==> config.mk <==
export PLATFORM = sky130hd
export DESIGN_NAME = dtsl_ram
export DESIGN_NICKNAME = d
export VERILOG_FILES = /design/src/sv/dag_topo_sort_longest_path_defines.svh /design/src/sv/dtsl_ram.sv
export SDC_FILE = /design/constraint.sdc
export NUM_CORES = 1
export LEC_CHECK = 0
export BUFFER_PORTS_ARGS = -buffer_cell sky130_fd_sc_hd__buf_2
export CORE_UTILIZATION = 37
export DETAILED_ROUTE_END_ITERATION = 8
export HOLD_SLACK_MARGIN = 0.1
export PLACE_DENSITY = 0.62
export SLEW_MARGIN = 30
export SYNTH_ARGS = -nofsm -noshare
export SYNTH_HDL_FRONTEND = slang
export SYNTH_SLANG_ARGS = --single-unit
export TNS_END_PERCENT = 1
==> constraint.sdc <==
create_clock -name clock -period 2.5 [get_ports clock]
set_input_delay 0.125 -clock clock [delete_from_list [all_inputs] [get_ports clock]]
set_output_delay 0.125 -clock clock [all_outputs]
set_load 0.03 [all_outputs]
==> src/sv/dag_topo_sort_longest_path_defines.svh <==
// Assertion macros used by the top RTL file of the graph sort block.
`ifndef DAG_TOPO_SORT_LONGEST_PATH_DEFINES_SVH
`define DAG_TOPO_SORT_LONGEST_PATH_DEFINES_SVH

// Same-cycle implication, checked outside reset.
`define DTSL_ASSERT_IMPL(label, clk, rst, ante, cons) \
   label: assert property (@(posedge clk) disable iff (rst) (ante) |-> (cons)) \
      else $error("dtsl same-cycle check failed");

// Next-cycle implication, checked outside reset.
`define DTSL_ASSERT_NEXT(label, clk, rst, ante, cons) \
   label: assert property (@(posedge clk) disable iff (rst) (ante) |=> (cons)) \
      else $error("dtsl next-cycle check failed");

`endif

==> src/sv/dtsl_ram.sv <==
module dtsl_ram #(
   parameter int WIDTH = 8,
   parameter int DEPTH = 64
) (
   input  logic                     clock,
   input  logic                     we,
   input  logic [$clog2(DEPTH)-1:0] waddr,
   input  logic [WIDTH-1:0]         wdata,
   input  logic [$clog2(DEPTH)-1:0] raddr,
   output logic [WIDTH-1:0]         rdata
);

   logic [WIDTH-1:0] mem [DEPTH];
   logic [WIDTH-1:0] rdata_ff;

   always_ff @(posedge clock) begin
      if (we) begin
         mem[waddr] <= wdata;
      end
      rdata_ff <= mem[raddr];
   end

   assign rdata = rdata_ff;

endmodule

# Word-level counts from Yosys, hierarchy flattened
# Memory sizes are Yosys's and may differ from the RTL's. A register that Yosys moved wholly into a read port is not among the register bits.
# Cells that the tools add are included.
# word_totals
output_inout_bits	8
wordCells	3
mem_count	1
ramBits	512
inputBits	22
ff_bits	0
# classes
n_mux	2
# memory_table
name	words	word_bits	read_ports	rd_ports_with_merged_regs	wr	line_no	source
mem	64	8	1	1	1	dtsl_ram.sv:13	logic [WIDTH-1:0] mem [DEPTH];
# ops
cell	n
$mux W1	2

# Depth between registers and ports, before layout
# logic_depth
ltp_word	2
mapped_depth	9

# Worst setup path before layout
# OpenSTA, ideal clock, no wires.
# synth_path
path_type	input port to flip-flop
from	input port raddr[1]
to	register rdata_ff[3] (netlist: rdata[3]), read port of mem
stages	7
required_ps	2372
arrival_ps	1665
setup_slack_ps	707
path_cell_list	buf_4 -> buf_2 -> buf_2 -> mux4_2 -> mux4_2 -> o21ai_1 -> o41ai_1
# synth_rtl
element	line_no	source
start, declared	dtsl_ram.sv:9	input logic [$clog2(DEPTH)-1:0] raddr,
end, declared	dtsl_ram.sv:14	logic [WIDTH-1:0] rdata_ff;

==> qor.txt <==
RSZ-0062 raised after global routing: no
First-pass GRT wire length: 67.8 mm
CTS Buffer Depth: 3
Most used DFF post-synth: edfxtp_1
# nets final: 1114
Clock sinks: 520
Placed Cells: 1728
Overall routing resource usage: 16.7%
Initial antenna violation count: 3
Placed wire-length estimate: 29.2 mm
Worst path buffer plus inverter count: 0
Post-route ant nets: 0
Reg2Reg Setup Slack: 320 ps
Syn_area_per_cell: 21.5 sq um
DRT Pass-1 Iters: 5
Register area share after synthesis: 77.0%
Maximum fanout along the worst path: 1
Vias: 9851
Wire per inst: 25.0 um
Tot Pwr: 18.0 mW
Finish-stage setup viols: 0
# rows: 85
Setup TNS Final: 0 ps
Fin. max-slew vios: 0
Fmax: 458 MHz
Post-synth top area cell: edfxtp_1
Slew Limit Headroom: 51.4%
Fin util: 43.7%
Clock Skews: 23.4 ps
Design area: 23500 sq um
Share of the synthesized area in the top cell type: 76.2%
Initial DRC count: 941
Non-filler instance count after layout: 1828
Pwr Density: 763 nW/um^2
Peak supply drop: 0.461 mV
Cts hold-fix bufs: 6
CP Data Arrival Time: 2650 ps
Outcome: finished, final reports clean
Residual DRC: 0
EDFF count, synth: 512
Die ar.: 55400 sq um
CP startpoint kind: register
Synth-to-Final Area Change: 16.7%
Post-Syn Nets: 962
Post-cts gate resize count: 0
Commonest non-fill, non-tap cell in the layout: edfxtp_1
Core outline area: 53800 sq um
Fillers: 4600
Buffers on Ports: 29
CP max stage delay: 490 ps
CP delay by family, top: multiplexers
Mapped Cells: 940
Pin count of the biggest net entering global routing: 65
Post-Syn Area: 20200 sq um
Crit path time final: 2180 ps
Async S/R FF share, synth: 0%
Worst Max-Slew Pin Slew: 729 ps
MaxCap Viol Count: 0
Commonest non-fill, non-tap cells in the layout: edfxtp_1 (512), mux4_2 (126), buf_4 (103)
Register area: 15500 sq um
Count of different cell masters after synthesis: 40
Top post-synthesis cells by area: edfxtp_1 (76%), mux4_2 (14%), nor2_1 (1.5%)
CP Data Required Time: 2960 ps
Hold Fails Final Rpt: 0
Total grt overflow: 0
Die X: 235 um
Multi-input gate area: 4320 sq um
Leakage Power: 7.52 nW
Total wire length: 45.6 mm
Vias in the first global route: 10100
Num CTS Buffers: 52
Crit-path cells: mux4_2 > mux2_2 > o221a_2 > nor3_1 > o32ai_1
Vias per cell: 5.39
H-tree depth: 2
Antenna Cells: 0
Setup bufs post-CTS: 0
CTS tree: built
Chip Height: 235 um
# IOs: 30
Worst setup EP type: register
Final GP Congestion: 0.792
CP Class: register to register
Reg clk slew, reported paths: 60 ps
Placed cell areas: 21900 sq um
Flip-flop and latch count after synthesis: 520
Share of cells above drive strength 1: 31.3%
Root buf cell: clkbuf_16
Clock Latency Late Sink: 590 ps
Hold WC Path Type: input port to register
Starting Density: 37.5%
Synth Warn #: 0
Crit-path slowest cell: mux4_2
Final period utilization: 87.4%
synthesized netlist by cell type, types with 7 or more instances:
master	number
dfxtp_1	8
nor2_1	83
o22ai_1	8
mux2i_1	23
clkbuf_1	17
o221ai_1	8
nand2_1	19
buf_4	13
mux2_2	13
nand2b_1	7
nand3_1	13
edfxtp_1	512
nor2b_1	14
nor3_1	7
mux4_2	126
buf_2	11
power by group:
group	total (mW)	switching [mW]	internal, mW
combinational	0.980	0.587	0.394
clock	7.31	3.16	4.14
sequential	9.68	0.0344	9.65
total	18.0	3.78	14.2
registers in the layout (all words and copies together) (netlist names):
signal and flops:
mem 512, rdata 8
layer usage:
metal	wire length [um]	GRT usage, %
met1	20300	23.8
met2	21600	26.1
met3	2770	3.06
met4	986	5.23
met5	22	0
stage by stage:
stage	setup WS, ps	hold slack, ps
finish	316	122
global placement	5.67	534
floorplan	707	224
detailed placement	57.3	544
global route	261	158
CTS	326	115
cells by family after synthesis:
| group | share of synthesized area, % |
|---|---|
| flip-flops | 77.0 |
| multiplexers | 15.9 |
| AND/OR/NAND/NOR | 3.39 |
| AO/OA/AOI/OAI | 2.07 |
| buffers and inverters | 1.57 |
worst register-to-register path, cell delays in order (launching register included):
cell      delay [ps]
edfxtp_1         370
mux4_2           490
mux2_2           270
o221a_2          280
nor3_1           490
o32ai_1          160
area by class of cell:
class                           count  area share, %
Sequential cell                   520           66.0
Multi-Input combinational cell    369           18.3
Clock buffer                       67           5.77
Timing Repair Buffer              149           5.26
Tap cell                          696           3.70
Clock inverter                     27          0.962
path summary, 6_finish.rpt:
path,from,end,cells past startpoint
worst min register to register,mem[30][4]$_DFFE_PP_,rdata[4]$_DFF_P_,3
worst min-delay path,wdata[5],mem[52][5]$_DFFE_PP_,1
worst max-delay path,mem[29][6]$_DFFE_PP_,rdata[6]$_DFF_P_,5
worst max register to register,mem[29][6]$_DFFE_PP_,rdata[6]$_DFF_P_,5
Note: power is estimated with default switching activity, not from simulation.
