===== config.mk =====
export PLATFORM = sky130hd
export DESIGN_NAME = dtsl_alu
export DESIGN_NICKNAME = d
export VERILOG_FILES = /design/src/sv/dag_topo_sort_longest_path_defines.svh /design/src/sv/dtsl_pkg.sv /design/src/sv/dtsl_alu.sv
export SDC_FILE = /design/constraint.sdc
export NUM_CORES = 1
export LEC_CHECK = 0
export BUFFER_PORTS_ARGS = -buffer_cell sky130_fd_sc_hd__buf_4
export CAP_MARGIN = 10
export CORE_AREA = 2 2 39 41
export DETAILED_ROUTE_END_ITERATION = 6
export DIE_AREA = 0 0 41 43
export SLEW_MARGIN = 10
export SYNTH_ARGS = -nofsm -noshare
export SYNTH_HDL_FRONTEND = slang
export SYNTH_SLANG_ARGS = --single-unit

===== constraint.sdc =====
create_clock -name vclk -period 2.2
set_input_delay 0.22 -clock vclk [all_inputs]
set_output_delay 0.22 -clock vclk [all_outputs]
set_load 0.02 [all_outputs]

===== src/sv/dag_topo_sort_longest_path_defines.svh =====
// Assertion macros used by the top RTL file of the graph sort block.
`ifndef DAG_TOPO_SORT_LONGEST_PATH_DEFINES_SVH
`define DAG_TOPO_SORT_LONGEST_PATH_DEFINES_SVH

// Same-cycle implication, checked outside reset.
`define DTSL_ASSERT_IMPL(label, clk, rst, ante, cons) \
   label: assert property (@(posedge clk) disable iff (rst) (ante) |-> (cons)) \
      else $error("dtsl same-cycle check failed");

// Next-cycle implication, checked outside reset.
`define DTSL_ASSERT_NEXT(label, clk, rst, ante, cons) \
   label: assert property (@(posedge clk) disable iff (rst) (ante) |=> (cons)) \
      else $error("dtsl next-cycle check failed");

`endif


===== src/sv/dtsl_pkg.sv =====
package dtsl_pkg;

   localparam int NODES_DEFAULT = 64;
   localparam int DIST_W        = 6;
   localparam logic [DIST_W-1:0] DIST_MAX = '1;

   localparam logic [2:0] OP_ADD_EDGE    = 3'd0;
   localparam logic [2:0] OP_REMOVE_EDGE = 3'd1;
   localparam logic [2:0] OP_REMOVE_NODE = 3'd2;
   localparam logic [2:0] OP_SORT        = 3'd3;
   localparam logic [2:0] OP_DIST_SINK   = 3'd4;
   localparam logic [2:0] OP_DIST_SOURCE = 3'd5;

   localparam logic [1:0] COLOR_WHITE = 2'd0;
   localparam logic [1:0] COLOR_GRAY  = 2'd1;
   localparam logic [1:0] COLOR_BLACK = 2'd2;

   // Result of the shared saturating increment and compare unit.
   typedef struct packed {
      logic [DIST_W-1:0] sum;
      logic              gt;
   } alu_res_type;

endpackage


===== src/sv/dtsl_alu.sv =====
module dtsl_alu (
   input  logic [dtsl_pkg::DIST_W-1:0] base,
   input  logic [dtsl_pkg::DIST_W-1:0] cmp,
   output dtsl_pkg::alu_res_type       res
);

   import dtsl_pkg::*;

   // One more edge on a path, held at the largest distance, then compared.
   always_comb begin
      res.sum = (base == DIST_MAX) ? base : base + DIST_W'(1);
      res.gt  = res.sum > cmp;
   end

endmodule


---- Word level (Yosys, flattened, before mapping) ----
Cells that the tools add are included.
cells by class
  add/subtract/negate cells ............... 1
  $mul .................................... 0
  div/mod/pow operators ................... 0
  $lt $le $gt $ge ......................... 1
  equal/unequal tests ..................... 1
  shift-type cells ........................ 0
  multiplexer cells ....................... 1
  bitwise operators ....................... 0
  reduce and logical (&&, ||, !) cells .... 0
operators with widths
  kind                 count
  $add 6x1->6 const B  1
  $eq 6x6->1 const B   1
  $gt 6x6->1           1
  $mux 6               1
storage, ports and cells
  register bits after elaboration ......... 0
  latch bits .............................. 0
  memory bits (writable) .................. 0
  ROM bits ................................ 0
  output and inout port bits .............. 7
  logic and storage cells ................. 4
  memories kept ........................... 0

---- Logic depth before layout (Yosys ltp) ----
Gate-level depths: netlist (run 1).
  depth in word-level cells ............... 3
  gate-level depth with buffers ........... 8
  depth with buffers taken out ............ 8

---- Worst setup path after synthesis (run 1) ----
OpenSTA, ideal clock, no wires.
  path kind ............................... input-to-output
  start point ............................. input port base[0] in the netlist's numbering
  end point ............................... output port res[0] in the netlist's numbering
  arrival time ............................ 2152 ps
  path slack .............................. -172 ps
  stages .................................. 8
  path through ............................ ha_1 and2_4 nand4_4 a21oi_1 ha_1 and4_1 and3_1 a31oi_1
RTL lines
  what             line           text
  start, declared  dtsl_alu.sv:2  input logic [dtsl_pkg::DIST_W-1:0] base,
  end, declared    dtsl_alu.sv:4  output dtsl_pkg::alu_res_type res

==> impl_metrics.csv, run 1 <==
group,metric,value,unit
run_status,status,"finished, final reports clean",
synthesis,synthXorXnorAreaFrac,0.0913,
timing,max_slew.worst_pin.slew,193,ps
timing,layout_min_cycle_time,2100,ps
detailed_routing,viasPerCell,4.33,
placed_design,numPortBuffers,19,
floorplanning,start_util,0.208,
worst_setup_path,crit_required,1980,ps
synthesis,synth_nets,56,
synthesis,yosys.area_share.simple,0.309,
worst_setup_path,cp_cell_sequence,"buf_4, ha_4, and2_4, buf_4, a31oi_4, ha_4, and4_1, and3_4, a31oi_2, buf_4",
synthesis,syn_area,288,um2
timing,holdWs,841,ps
synthesis,synth_top_family_by_area,"simple AND/OR/NAND/NOR gates",
worst_setup_path,worstSetupEndpointType,"output port",
global_route,grt_pass1_wl,1.10,mm
synthesis,synth_fa_ha_area_frac,0.304,
global_route,grtUsageTotal,0.0819,
final_layout,register_area,0,um2
final_layout,area_growth,99.6,%
worst_setup_path,path_class,"in2out",
timing,clock.fmax,475,MHz
detailed_routing,vias,342,
detailed_routing,ant_nets,0,
worst_setup_path,start_kind,"input pin",
global_route,grt_overflow,0,
worst_setup_path,cp_common_cell,"buf_4",
clock_tree,hold_buffers,0,
placed_design,gp_congestion,0.663,
timing,slew_headroom,0.871,
synthesis,ys_types,19,
run,drv_cap,0,
floorplanning,dieWidth,41,um
global_route,grt_pass1_vias,292,
final_layout,drive_gt1_frac,0.603,
detailed_routing,routedWlPerCell,9.51,um
synthesis,synthMuxAreaShare,0.0913,
floorplanning,die_h,43,um
detailed_routing,drc_errors,0,
synthesis,seq_area_frac_synth,0,
synthesis,avgSynthCellArea,7.78,um2
worst_setup_path,max_stage_delay,230,ps
worst_setup_path,critPathTopFamily,"simple AND/OR/NAND/NOR gates",
power,p_leak,0.282,nW
final_layout,clkbuf_count,0,
global_route,grt_max_degree,6,
final_layout,flops_and_latches,0,
power,peakVddDrop,0.0810,mV
floorplanning,dieArea,1760,um2
synthesis,synthCells,37,
synthesis,synth_compound_area_frac,0.139,
timing,setup-violations-final,0,
timing,hold_viol_final,0,
final_layout,diodes,0,
detailed_routing,wl,751,um
placed_design,hpwl,592,um
worst_setup_path,critPathMaxFanout,4,
worst_setup_path,worst-path-buf-inv,3,
synthesis,yosysWarnings,0,
timing,maxSlewViolCount,0,
power,p_total,0.129,mW
final_layout,nets,84,
final_layout,finalCoreUtilization,0.415,
worst_setup_path,slowest_stage,"ha_4",
global_route,antenna_found_initial,0,
detailed_routing,drt_iter0_drc,0,
floorplanning,num_io_pins,19,
floorplanning,coreArea,1380,um2
floorplanning,rows,14,
worst_hold_path,hold_class,"in2out",
power,cellPowerDensity,224,nW/um2
worst_setup_path,crit_arrival,1880,ps
timing,period_share,0.956,
detailed_routing,dr.pass1.iters,1,
worst min-delay path: cells and delay by family:
kind | cells | cell delay (ps)
compound gates | 1 | 110
buf+inv | 2 | 300
cells in the final DEF (no fill, tap or decap), types with 2 or more instances in the layout:
master	instances
a21oi_2	2
ha_1	4
inv_1	5
nand2_1	2
ha_4	3
nor2_1	2
xor2_1	2
nor2b_1	2
nand3_1	2
buf_4	26
final timing paths:
path	slack, ps	depth (start not counted)	end	startpoint
min	840	3	res[5]	base[3]
max	100	10	res[0]	base[0]
power by group:
part           switching [mW]  leakage (nW)  internal (mW)
Clock                       0             0              0
Sequential                  0             0              0
Combinational          0.0592         0.282         0.0694
Total                  0.0592         0.282         0.0694
Yosys cell counts:
cell type,instances,area [um2]
a21o_1,1,7.51
a21oi_1,3,15.0
inv_1,5,18.8
xor2_1,2,17.5
mux2_4,1,15.0
and3_1,1,6.26
nand3_1,2,10.0
nor2b_1,2,12.5
nand2b_1,1,6.26
a31oi_1,2,12.5
o21ai_0,1,5.00
and4_1,1,8.76
nand2_1,2,7.51
nand4_4,1,21.3
and2_4,1,8.76
ha_1,7,87.6
xnor2_1,1,8.76
mux2_2,1,11.3
nor2_1,2,7.51
metal layers:
layer  GRT usage  wire (um)  up-vias
met2       0.134        371       13
met3     0.00524         60        0
met1       0.120        319      144
met4           0          0        0
li1            -          -      185
met5           0          0        -
what timing repair did:
action                     CTS  global route
gates resized for setup      2             6
setup endpoints to repair    1             1
pin swaps                    0             6
buffers inserted             0             1
metrics by stage:
step / TNS [ps] / std cells / instance area, um2 / worst slack [ps]
2_1_floorplan: 0 / 37 / 304 / 73.0
3_3_place_gp: -15.5 / 78 / 512 / -15.5
3_5_place_dp: -38.8 / 78 / 512 / -38.8
4_1_cts: 0 / 78 / 514 / 20.2
5_1_grt: -0.238 / 79 / 574 / -0.238
6_report: 0 / 79 / 574 / 95.9
kinds of logic after synthesis:
logic type,count (synthesis)
AND/OR/NAND/NOR,13
AO/OA/AOI/OAI,7
adder cells (fa/ha/maj),7
buffers and inverters,5
XOR/XNOR,3
multiplexers,2
layout make-up:
| type | instances | area, um2 |
|---|---|---|
| Multi-Input combinational cell | 32 | 340 |
| Fill cell | 149 | 810 |
| Inverter | 5 | 18.8 |
| Timing Repair Buffer | 26 | 195 |
| Tap cell | 16 | 20.0 |
Note: power is estimated with default switching activity, not from simulation.
==> inputs of run 2 (changes only) <==
Settings changed: CELL_PAD_IN_SITES_DETAIL_PLACEMENT set to 0, CELL_PAD_IN_SITES_GLOBAL_PLACEMENT set to 1, PLACE_DENSITY_LB_ADDON set to 0.1.
==> run 2 against run 1 <==
Combinational power barely moved. Design area decreased by 0.87%. Count of clock-buffer cells in the layout is the same. First-iteration DRC count rose by 3. Non-clock buffer count did not move. Maximum frequency fell by 0.75%. Flip-flop and latch count stayed put. Critical path type unchanged.
==> impl_metrics.csv, run 2 (same netlist as run 1, synthesis figures left out) <==
group,metric,value,unit
placed_design,numPortBuffers,19,
final_layout,register_area,0,um2
placed_design,gp_congestion,0.642,
floorplanning,start_util,0.208,
final_layout,area_growth,97.8,%
worst_setup_path,crit_arrival,1900,ps
floorplanning,die_h,43,um
global_route,busiest_layer,"met2",
global_route,grtUsageMet3,0,
final_layout,clkbuf_count,0,
detailed_routing,vias,345,
final_layout,final_common_cell,"buf_4",
worst_hold_path,hp-start,"base[3]",
worst_setup_path,critPathMaxFanout,4,
global_route,use_met1,0.123,
final_layout,multi_input_area,335,um2
timing,clock.fmax,472,MHz
detailed_routing,drt_iter0_drc,3,
timing,setup-violations-final,0,
floorplanning,dieArea,1760,um2
timing,maxSlewViolCount,0,
worst_hold_path,min_delay_path_depth,3,
global_route,antenna_found_initial,0,
detailed_routing,wl,712,um
worst_setup_path,crit_required,1980,ps
clock_tree,cts_setup_buffers,0,
final_layout,diodes,0,
run,drv_cap,0,
power,cellPowerDensity,223,nW/um2
final_layout,final_cell_mix,"buf_4 (26), inv_1 (5), ha_1 (5)",
worst_hold_path,hold_path_end,"res[5]",
final_layout,flops_and_latches,0,
timing,max_slew.worst_pin.slew,194,ps
global_route,grt_max_degree,6,
floorplanning,rows,14,
global_route,grt_pass1_wl,1.08,mm
global_route,grt_use_met2,0.138,
timing,rsz0062_at_grt,"no",
final_layout,nFillCells,140,
floorplanning,num_io_pins,19,
floorplanning,coreArea,1380,um2
global_route,grt_overflow,0,
detailed_routing,dr.pass1.iters,2,
final_layout,drive_gt1_frac,0.603,
global_route,grt_pass1_vias,261,
timing,hold_viol_final,0,
timing,fin_setup_tns,0,ps
detailed_routing,drc_errors,0,
power,p_leak,0.291,nW
detailed_routing,routedWlPerCell,9.01,um
timing,slew_headroom,0.870,
run_status,status,"finished, final reports clean",
detailed_routing,viasPerCell,4.37,
placed_design,hpwl,625,um
timing,period_share,0.964,
detailed_routing,ant_nets,0,
worst_hold_path,hold_class,"in2out",
final_layout,nets,84,
worst_setup_path,worstSetupEndpointType,"output port",
floorplanning,dieWidth,41,um
power,p_total,0.127,mW
timing,layout_min_cycle_time,2120,ps
worst_setup_path,path_class,"in2out",
power,peakVddDrop,0.0734,mV
global_route,grtUsageTotal,0.0829,
worst_setup_path,start_kind,"input pin",
clock_tree,hold_buffers,0,
## run 2: cell counts in the layout (fill, tap and decap cells not counted)
Identical to the previous run, type by type.
## run 2: where the power goes
group	internal (mW)	switching (mW)	total [mW]
logic	0.0684	0.0584	0.127
registers	0	0	0
clock network	0	0	0
total	0.0684	0.0584	0.127
## run 2: repair_timing
action	4_1_cts	5_1_grt
resized for setup	1	7
endpoints found under the hold margin	0	0
pin swaps	2	3
setup endpoints to repair	1	1
## run 2: stage by stage
| step | hold WS (ps) | setup slack [ps] | utilization | cell area (um2) | instances |
|---|---|---|---|---|---|
| 2_1_floorplan | 568 | 73.0 | - | 304 | 37 |
| 3_3_place_gp | 823 | -86.5 | 0.375 | 519 | 79 |
| 3_5_place_dp | 824 | -67.9 | 0.375 | 519 | 79 |
| 4_1_cts | 824 | 7.44 | 0.375 | 519 | 79 |
| 5_1_grt | 839 | 1.93 | 0.411 | 569 | 79 |
| 6_report | 820 | 80.0 | 0.411 | 569 | 79 |
## run 2: worst max path at each step
stage,startpoint,end,slack (ps)
2_1_floorplan,base[0],res[0],70
3_3_place_gp,base[0],res[0],-90
3_5_place_dp,base[0],res[0],-70
4_1_cts,base[0],res[0],7
5_1_grt,base[0],res[0],2
6_report,base[0],res[0],80
## run 2: worst max-delay path, cell delays in order
cell,delay [ps]
buf_4,130
ha_4,160
and2_4,170
nand4_4,90
mux2_4,340
ha_4,270
nor2b_4,110
o21ai_1,70
a31oi_2,170
buf_4,160
## run 2: final cells by class
class	instances	share of cell area
Multi-Input combinational cell	32	0.589
Timing Repair Buffer	26	0.343
Tap cell	16	0.0352
Inverter	5	0.0330
## run 2: routing by layer
metal	routed length, um	share of wire
met3	40	0.056
met4	0	0
met2	355	0.50
met1	316	0.44
met5	0	0
